## src/rtl/core/obx_pkg.sv

```systemverilog
// Shared types, constants and the arctangent table for the oriented box overlap test.
// Used by the CORDIC cells, the projection pipeline and the top level.
package obx_pkg;

  localparam int TURN_W = 32;
  localparam int CORD_W = 33;
  localparam int TRIG_W = 23;
  localparam int DIFF_W = 34;
  localparam int SIZE_W = 16;
  localparam int FIELD_POS_W = 24;
  localparam int FIELD_ANG_W = 16;
  localparam int FRAC_DROP = 10;
  localparam int GAP_SHIFT = 21;
  localparam logic signed [CORD_W-1:0] CORDIC_START = 33'sd652032874;

  typedef enum logic [1:0] {
    QUAD_0 = 2'd0,
    QUAD_1 = 2'd1,
    QUAD_2 = 2'd2,
    QUAD_3 = 2'd3
  } quad_e;

  typedef struct packed {
    logic signed [DIFF_W-1:0] dx;
    logic signed [DIFF_W-1:0] dy;
    logic [SIZE_W-1:0]        len1;
    logic [SIZE_W-1:0]        wid1;
    logic [SIZE_W-1:0]        len2;
    logic [SIZE_W-1:0]        wid2;
    quad_e                    quad1;
    quad_e                    quad2;
  } side_t;

  function automatic logic [TURN_W-1:0] arctan_turn(input int step);
    logic [TURN_W-1:0] r;
    unique case (step)
      0:  r = 32'h20000000;
      1:  r = 32'h12E4051E;
      2:  r = 32'h09FB385B;
      3:  r = 32'h051111D4;
      4:  r = 32'h028B0D43;
      5:  r = 32'h0145D7E1;
      6:  r = 32'h00A2F61E;
      7:  r = 32'h00517C55;
      8:  r = 32'h0028BE53;
      9:  r = 32'h00145F2F;
      10: r = 32'h000A2F98;
      11: r = 32'h000517CC;
      12: r = 32'h00028BE6;
      13: r = 32'h000145F3;
      14: r = 32'h0000A2F9;
      15: r = 32'h0000517C;
      16: r = 32'h000028BE;
      17: r = 32'h0000145F;
      18: r = 32'h00000A2F;
      19: r = 32'h00000517;
      20: r = 32'h0000028B;
      21: r = 32'h00000145;
      22: r = 32'h000000A2;
      23: r = 32'h00000051;
      default: r = '0;
    endcase
    return r;
  endfunction

endpackage

```

## src/rtl/core/obx_cordic_cell.sv

```systemverilog
// One CORDIC rotation step with a register on its outputs.
// Depends on obx_pkg for widths and the arctangent table.
module obx_cordic_cell #(
  parameter int STEP = 0
) (
  input  logic                                clk_i,
  input  logic signed [obx_pkg::CORD_W-1:0]   x_i,
  input  logic signed [obx_pkg::CORD_W-1:0]   y_i,
  input  logic signed [obx_pkg::CORD_W-1:0]   z_i,
  output logic signed [obx_pkg::CORD_W-1:0]   x_o,
  output logic signed [obx_pkg::CORD_W-1:0]   y_o,
  output logic signed [obx_pkg::CORD_W-1:0]   z_o
);
  import obx_pkg::*;

  localparam logic signed [CORD_W-1:0] ATAN = {1'b0, arctan_turn(STEP)};

  logic signed [CORD_W-1:0] sx, sy, x_d, y_d, z_d;
  logic signed [CORD_W-1:0] x_q, y_q, z_q;

  always_comb begin
    sx = y_i >>> STEP;
    sy = x_i >>> STEP;
    if (!z_i[CORD_W-1]) begin
      x_d = x_i - sx;
      y_d = y_i + sy;
      z_d = z_i - ATAN;
    end else begin
      x_d = x_i + sx;
      y_d = y_i - sy;
      z_d = z_i + ATAN;
    end
  end

  always_ff @(posedge clk_i) begin
    x_q <= x_d;
    y_q <= y_d;
    z_q <= z_d;
  end

  assign x_o = x_q;
  assign y_o = y_q;
  assign z_o = z_q;

endmodule

```

## config.mk

```make
export PLATFORM = sky130hd
export DESIGN_NAME = obx_cordic_cell
export DESIGN_NICKNAME = d
export VERILOG_FILES = /design/src/rtl/core/obx_pkg.sv /design/src/rtl/core/obx_cordic_cell.sv
export SDC_FILE = /design/constraint.sdc
export NUM_CORES = 1
export LEC_CHECK = 0
export BUFFER_PORTS_ARGS = -buffer_cell sky130_fd_sc_hd__buf_2
export CAP_MARGIN = 20
export CORE_ASPECT_RATIO = 1.75
export CORE_MARGIN = 2
export CORE_UTILIZATION = 50
export CTS_CLUSTER_SIZE = 25
export DETAILED_ROUTE_END_ITERATION = 16
export PLACE_DENSITY = 0.87
export REMOVE_ABC_BUFFERS = 1
export SYNTH_ARGS = -nofsm -noshare
export SYNTH_HDL_FRONTEND = slang
export SYNTH_SLANG_ARGS = --single-unit
```

## constraint.sdc

```tcl
create_clock -name clk_i -period 8.2 [get_ports clk_i]
set_input_delay 1.64 -clock clk_i [delete_from_list [all_inputs] [get_ports clk_i]]
set_output_delay 1.64 -clock clk_i [all_outputs]
set_load 0.05 [all_outputs]
```

==> impl_metrics.toml, run 1 <==
[synthesis]
yosysMostFrequentCell = "a21oi_1"
yosysTopAreaCellShare_pct = 25.6
ys_top_cells_by_area = "dfxtp_1 26%, ha_1 17%, a21oi_1 8.4%, xnor2_1 6.5%, inv_1 4.8%"
syn-cell-area_um2 = 7670
ys_ff_latch = 98
synth_edf_count = 0
ys_async_sr_fraction_pct = 0
synthCells = 974
ys.warnings.count = 0
yosys_most_used_dff = "dfxtp_1"
synth.distinct_cells = 64
synth_area_per_cell_um2 = 7.88
yosys.area.top_type = "dfxtp_1"
netlist_top_cells_count = "129 x a21oi_1, 106 x ha_1, 98 x dfxtp_1, 98 x inv_1, 68 x nor2_1"
ys_seq_area_share_pct = 25.6

[power]
p_seq_share_pct = 30.1
power_leakage_nw = 4.36
power_switching_mw = 0.890
clkPwrFrac_pct = 23.4
p_sw_share_pct = 46.0
ir_drop_mv = 0.118
combPwrFrac_pct = 46.5
p_per_area_nw_per_um2 = 214
intPower_mw = 1.04

[cts]
root_buffer = "clkbuf_16"
clkTransAtPathRegs_ns = 0.08
clock-sinks = 98
cts_tree = "done"
ctsResizeCount = 0
cts-hold-fix-buffers = 0
htree_levels = 3
clock_path_buffers = 2
postCtsSetupRepairBufs = 0
numCtsBuffers = 9

[worst_setup_path]
crit_chain = "buf_2, inv_1, ha_1, nand4_1, nor4_1, o31ai_1, a31oi_1, nor2_1, o21ai_0, a21oi_1, a211oi_1, xnor2_1"
end_kind = "register"
critical-path-top-delay-family = "compound AO/OA/AOI/OAI gates"
path_class = "in -> reg"
cp.arrival_ns = 4.74
cp_slowest_cell = "ha_1"
crit_buf_inv = 2
worst_setup_path_start_kind = "input port"
path_max_fanout = 15
slowest_delay_ns = 0.66
cp.required_ns = 8.47

[sta]
setup_tns_ns = 0
slew_viol_final = 0
min_period_ns = 4.48
setup_slack_ns = 3.72
hold_viol_final = 0
rsz0062_at_grt = "false"
fin_crit_sh_pct = 54.6
finalSetupViolations = 0
max_slew_margin_pct = 44.1
clock.fmax_ghz = 0.223
worst_pin_slew_ns = 0.839

[placement]
dpl_cell_area_um2 = 8720
dpl.hpwl_um = 20600
io_buffer_count = 198
post-place-ws_ns = 3.51
gp_congestion = 1.00

[floorplanning]
rows = 59
die_w_um = 97.7
die_h_um = 168
start_util_pct = 51.5
core_um2 = 14900
die_area_um2 = 16400
ios = 199

[worst_hold_path]
min_to = "z_o[14]"
min_path_cells = 1
hp-class = "in -> reg"
worstHoldStart = "z_i[14]"

[drt]
drt-vias-per-instance = 6.00
detail_route.wl_per_cell_um = 19.6
drtPass1Iterations = 8
drt_iter0_drc = 516
drc = 0
ant_nets = 0
wl_um = 26000
via_count = 7956

[cells_and_area]
nNetsFinal = 1350
final_area_um2 = 9020
diodes = 0
drive_gt1_share_pct = 20.1
areaGrowthSynthToFinish_pct = 17.5

[grt]
grt_max_degree = 78
globalRouteOverflowTotal = 0
antenna_found_initial = 0
grt_pass1_wl_um = 40100
grt_usage_pct = 30.8
grt_pass1_vias = 7978

[flow_run]
max_cap_violations = 0

[outcome]
status = "finished clean"
==> flip-flops by register name, indices dropped and copies added, names as in the netlist <==
name  flops
y_o      32
z_o      33
x_o      33
==> logic make-up after synthesis <==
group	share of synthesized area, %
flops	25.6
mux	2.10
xor+xnor	7.30
buf+inv	7.63
compound gates	25.4
simple gates	13.7
fa+ha+maj	18.3
==> how the worst max path moves through the flow <==
stage	startpoint	endpoint	slack [ns]	depth (start not counted)
floorplan	x_i[21]	x_o[31]	4.10	9
global placement	x_i[17]	x_o[31]	3.46	10
detailed placement	x_i[17]	x_o[31]	3.51	10
CTS	x_i[15]	y_o[29]	3.85	12
global route	x_i[13]	y_o[29]	3.46	12
finish	x_i[13]	y_o[29]	3.72	12
==> per-layer routing <==
metal  up-vias  wire length (um)  share of wire [%]  track usage (%)
met5         -                 0                  0                0
met1      3681              8290                 32             28.3
met4         0              2120                8.2             23.8
met3       136              1540                5.9             4.73
met2       420             14000                 54             59.0
li1       3719                 -                  -                -
==> cell usage in the layout, fill, tap and decap left out, types with 20 or more instances in the layout <==
| cell type | Yosys | final |
|---|---|---|
| a21o_1 | 20 | 20 |
| a21oi_1 | 129 | 129 |
| buf_2 | 12 | 198 |
| dfxtp_1 | 98 | 98 |
| ha_1 | 106 | 106 |
| inv_1 | 98 | 98 |
| nand2_1 | 49 | 49 |
| nor2_1 | 68 | 68 |
| nor3_1 | 24 | 24 |
| o21ai_0 | 59 | 59 |
| xnor2_1 | 57 | 57 |
==> cell type report <==
type,count,area (um2)
Multi-Input combinational cell,726,5130
Tap cell,183,229
Timing Repair Buffer,200,1010
Clock inverter,6,75.1
Fill cell,1429,5890
Sequential cell,98,1960
Clock buffer,9,225
Inverter,105,394
==> power groups by stage <==
stage          clock [mW]  sequential (mW)  combinational (mW)
2_1_floorplan           0            0.910               0.325
3_3_place_gp            0            0.592               0.879
3_5_place_dp            0            0.593               0.885
4_1_cts             0.458            0.583               0.889
5_1_grt             0.473            0.591               0.948
6_report            0.452            0.582               0.899
==> metrics by stage <==
step	std cells	utilization, %	power [mW]	hold slack [ns]
global route	1327	60.5	2.01	1.37
detailed placement	1312	58.5	1.48	1.74
CTS	1327	60.5	1.93	1.38
finish	1327	60.5	1.93	1.38
global placement	1312	58.5	1.47	1.74
floorplan	929	-	1.24	1.67
(Power assumes the default switching activity.)
==> inputs of run 2 (changes only) <==
==> constraint.sdc (replaced) <==
create_clock -name clk_i -period 4.15 [get_ports clk_i]
set_input_delay 0.83 -clock clk_i [delete_from_list [all_inputs] [get_ports clk_i]]
set_output_delay 0.83 -clock clk_i [all_outputs]
set_load 0.05 [all_outputs]
==> impl_metrics.toml, run 2 (synthesis results as in run 1) <==
[outcome]
status = "finished clean"

[sta]
fin_crit_sh_pct = 86.8
clock.fmax_ghz = 0.278
slew_viol_final = 0
hold_viol_final = 0
setup_tns_ns = 0
max_slew_margin_pct = 26.7
finalSetupViolations = 0
worst_pin_slew_ns = 1.10
rsz0062_at_grt = "false"
min_period_ns = 3.60

[worst_setup_path]
path_max_fanout = 14
cp.required_ns = 4.43
end_kind = "register"
path_class = "in -> reg"
worst_setup_path_start_kind = "input port"
cp_slowest_cell = "ha_1"
cp.arrival_ns = 3.88
slowest_delay_ns = 0.54
critical-path-top-delay-family = "compound AO/OA/AOI/OAI gates"
crit_chain = "buf_2, inv_1, ha_1, inv_1, a21oi_1, o31ai_1, or3_1, a21oi_1, o211ai_1, a31o_2, a211oi_1, xnor2_1"
crit_buf_inv = 3

[placement]
gp_congestion = 1.03
dpl.hpwl_um = 20900
place_inst = 1326
io_buffer_count = 198

[floorplanning]
die_w_um = 97.7
die_area_um2 = 16400
core_um2 = 14900
ios = 199
die_h_um = 168
start_util_pct = 51.5
rows = 59

[drt]
drt-vias-per-instance = 6.00
wl_um = 25900
drtPass1Iterations = 5
via_count = 8044
detail_route.wl_per_cell_um = 19.3
drt_iter0_drc = 496
ant_nets = 0
drc = 0

[cells_and_area]
finalNonFillerCells = 1341
utilization_pct = 61.0
drive_gt1_share_pct = 21.1
final_cell_mix = "198 x buf_2, 129 x a21oi_1, 106 x ha_1"
nNetsFinal = 1364
areaGrowthSynthToFinish_pct = 18.6
diodes = 0
layout_commonest_cell = "buf_2"

[cts]
htree_levels = 3
ctsResizeCount = 0
cts-hold-fix-buffers = 0
clock-sinks = 98
postCtsSetupRepairBufs = 0
clkTransAtPathRegs_ns = 0.08
clock_path_buffers = 2
numCtsBuffers = 9
cts_tree = "done"
root_buffer = "clkbuf_16"

[grt]
antenna_found_initial = 0
busiest_layer = "met2"
grt_max_degree = 77
globalRouteOverflowTotal = 0
grt_usage_pct = 30.7
grt_pass1_vias = 8088
grt_use_met1_pct = 27.2
grtUsageMet3_pct = 4.03
grt.met2_usage_pct = 58.7
grt_pass1_wl_um = 39900

[worst_hold_path]
hp-class = "in -> reg"

[power]
power_leakage_nw = 4.42
p_per_area_nw_per_um2 = 414
ir_drop_mv = 0.212

[flow_run]
max_cap_violations = 0
## run 2: cell count changes in the layout (fill, tap and decap cells not counted), sizes merged
cell,before,now
clkinv,4,7
inv,103,102
bufinv,1,0
clkinvlp,3,2
buf,200,214
## run 2: where the power goes
group / internal, mW / total (mW) / switching (mW)
clock network: 0.412 / 0.826 / 0.414
registers: 1.11 / 1.15 / 0.0365
logic: 0.488 / 1.79 / 1.30
## run 2: layer usage
metal	up-vias	part of all wire, %
met5	-	0
met4	0	9.5
met3	153	5.8
met2	453	53
met1	3689	31
li1	3749	-
## run 2: layout make-up
type	instances	area (um2)
fill	1396	5810
multi-input combinational	726	5130
sequential	98	1960
timing repair buffer	214	1110
inverter	105	394
tap	183	229
clock buffer	9	225
clock inverter	6	53.8
## run 2: worst paths after layout
path,startpoint,endpoint,slack [ns],cells after the start
worst max-delay path,x_i[12],y_o[29],0.55,12
worst min-delay path,z_i[4],z_o[4],0.58,1
## run 2: metrics by stage
stage / area, um2 / total power, mW / hold slack (ns) / setup WS [ns]
6_report: 9100 / 3.77 / 0.575 / 0.549
5_1_grt: 9100 / 3.93 / 0.569 / 0.402
4_1_cts: 9100 / 3.77 / 0.574 / 0.617
3_5_place_dp: 8820 / 2.94 / 0.934 / 0.274
3_3_place_gp: 8820 / 2.92 / 0.932 / 0.316
2_1_floorplan: 7480 / 2.44 / 0.858 / 0.865
==> inputs of run 3 (changes only) <==
==> constraint.sdc (replaced) <==
create_clock -name clk_i -period 4.6 [get_ports clk_i]
set_input_delay 0.92 -clock clk_i [delete_from_list [all_inputs] [get_ports clk_i]]
set_output_delay 0.92 -clock clk_i [all_outputs]
set_load 0.05 [all_outputs]
==> impl_metrics.toml, run 3 (synthesis results as in run 1) <==
[cts]
postCtsSetupRepairBufs = 0
numCtsBuffers = 9
root_buffer = "clkbuf_16"
cts_tree = "done"
ctsResizeCount = 0
htree_levels = 3
clock-sinks = 98
clock_path_buffers = 2
clkTransAtPathRegs_ns = 0.08
cts-hold-fix-buffers = 0

[floorplanning]
die_h_um = 168
rows = 59
start_util_pct = 51.5
die_area_um2 = 16400
ios = 199
core_um2 = 14900
die_w_um = 97.7

[drt]
drt-vias-per-instance = 6.00
drc = 0
drtPass1Iterations = 8
ant_nets = 0
wl_um = 25500
detail_route.wl_per_cell_um = 19.1
via_count = 8020
drt_iter0_drc = 424

[cells_and_area]
areaGrowthSynthToFinish_pct = 18.2
drive_gt1_share_pct = 20.7
layout_commonest_cell = "buf_2"
register_area_um2 = 1960
nNetsFinal = 1358
final_cell_mix = "198 x buf_2, 129 x a21oi_1, 106 x ha_1"
diodes = 0
multi_input_area_um2 = 5130
fillers = 1397

[placement]
dpl.hpwl_um = 20500
gp_congestion = 1.03
io_buffer_count = 198

[sta]
rsz0062_at_grt = "false"
setup_tns_ns = 0
hold_viol_final = 0
clock.fmax_ghz = 0.277
fin_crit_sh_pct = 78.5
finalSetupViolations = 0
worst_pin_slew_ns = 0.824
slew_viol_final = 0
min_period_ns = 3.61
max_slew_margin_pct = 45.0

[flow_run]
max_cap_violations = 0

[worst_setup_path]
cp.arrival_ns = 3.90
worst_setup_path_start_kind = "input port"
path_class = "in -> reg"
cp.required_ns = 4.89
path_max_fanout = 17
end_kind = "register"

[power]
power_switching_mw = 1.59
p_sw_share_pct = 46.5
clkPwrFrac_pct = 22.8
intPower_mw = 1.83
power_leakage_nw = 4.41
finalPower_mw = 3.43
ir_drop_mv = 0.236
p_seq_share_pct = 30.3
p_per_area_nw_per_um2 = 378
combPwrFrac_pct = 46.8

[grt]
globalRouteOverflowTotal = 0
grtUsageMet3_pct = 4.40
grt.met2_usage_pct = 58.5
grt_usage_pct = 30.2
grt_use_met1_pct = 27.5
busiest_layer = "met2"
grt_max_degree = 77
antenna_found_initial = 0
grt_pass1_vias = 8051
grt_pass1_wl_um = 39600

[worst_hold_path]
hp-class = "in -> reg"

[outcome]
status = "finished clean"
[run 3: cell types whose count changed in the layout (fill, tap and decap cells not counted)]
cell and change:
clkbuf_8 +1, inv_8 +2, clkinv_4 +1, clkinvlp_4 -1, buf_4 -6, clkinv_8 -1, clkinv_2 -1
[run 3: per-layer routing]
layer	wire (um)	vias up
li1	-	3746
met1	8120	3692
met2	13800	422
met3	1450	160
met4	2170	0
met5	0	-
[run 3: worst paths after layout]
kind / startpoint / endpoint / slack (ns) / cells past startpoint
max: x_i[17] / x_o[31] / 0.99 / 10
min: z_i[19] / z_o[19] / 0.66 / 1
[run 3: cell type report]
class / count / area share, %
Clock inverter: 6 / 0.621
Multi-Input combinational cell: 726 / 56.5
Tap cell: 183 / 2.52
Clock buffer: 10 / 2.63
Inverter: 105 / 4.34
Sequential cell: 98 / 21.6
Timing Repair Buffer: 208 / 11.7
[run 3: power groups by stage]
stage,clock network [mW],registers (mW),logic (mW)
after floorplan,0,1.62,0.580
after global placement,0,1.06,1.57
after detailed placement,0,1.06,1.59
after CTS,0.793,1.04,1.59
after global routing,0.817,1.05,1.69
final,0.782,1.04,1.60
[run 3: critical path: stages]
cell and delay (ns):
buf_2 0.11, inv_1 0.06, ha_1 0.65, nand2_1 0.26
or4_4 0.58, o41ai_2 0.37, nor4_1 0.13, or4_1 0.50
a22oi_2 0.17, xor2_1 0.15
[run 3: stage by stage]
stage	setup slack (ns)	hold WS (ns)	util [%]	instance area, um2	instances
final	0.991	0.658	60.8	9070	1336
after global routing	0.790	0.652	60.8	9070	1336
after CTS	1.06	0.656	60.8	9070	1336
after detailed placement	0.694	1.02	58.9	8780	1320
after global placement	0.751	1.02	58.9	8780	1320
after floorplan	1.22	0.948	-	7480	929
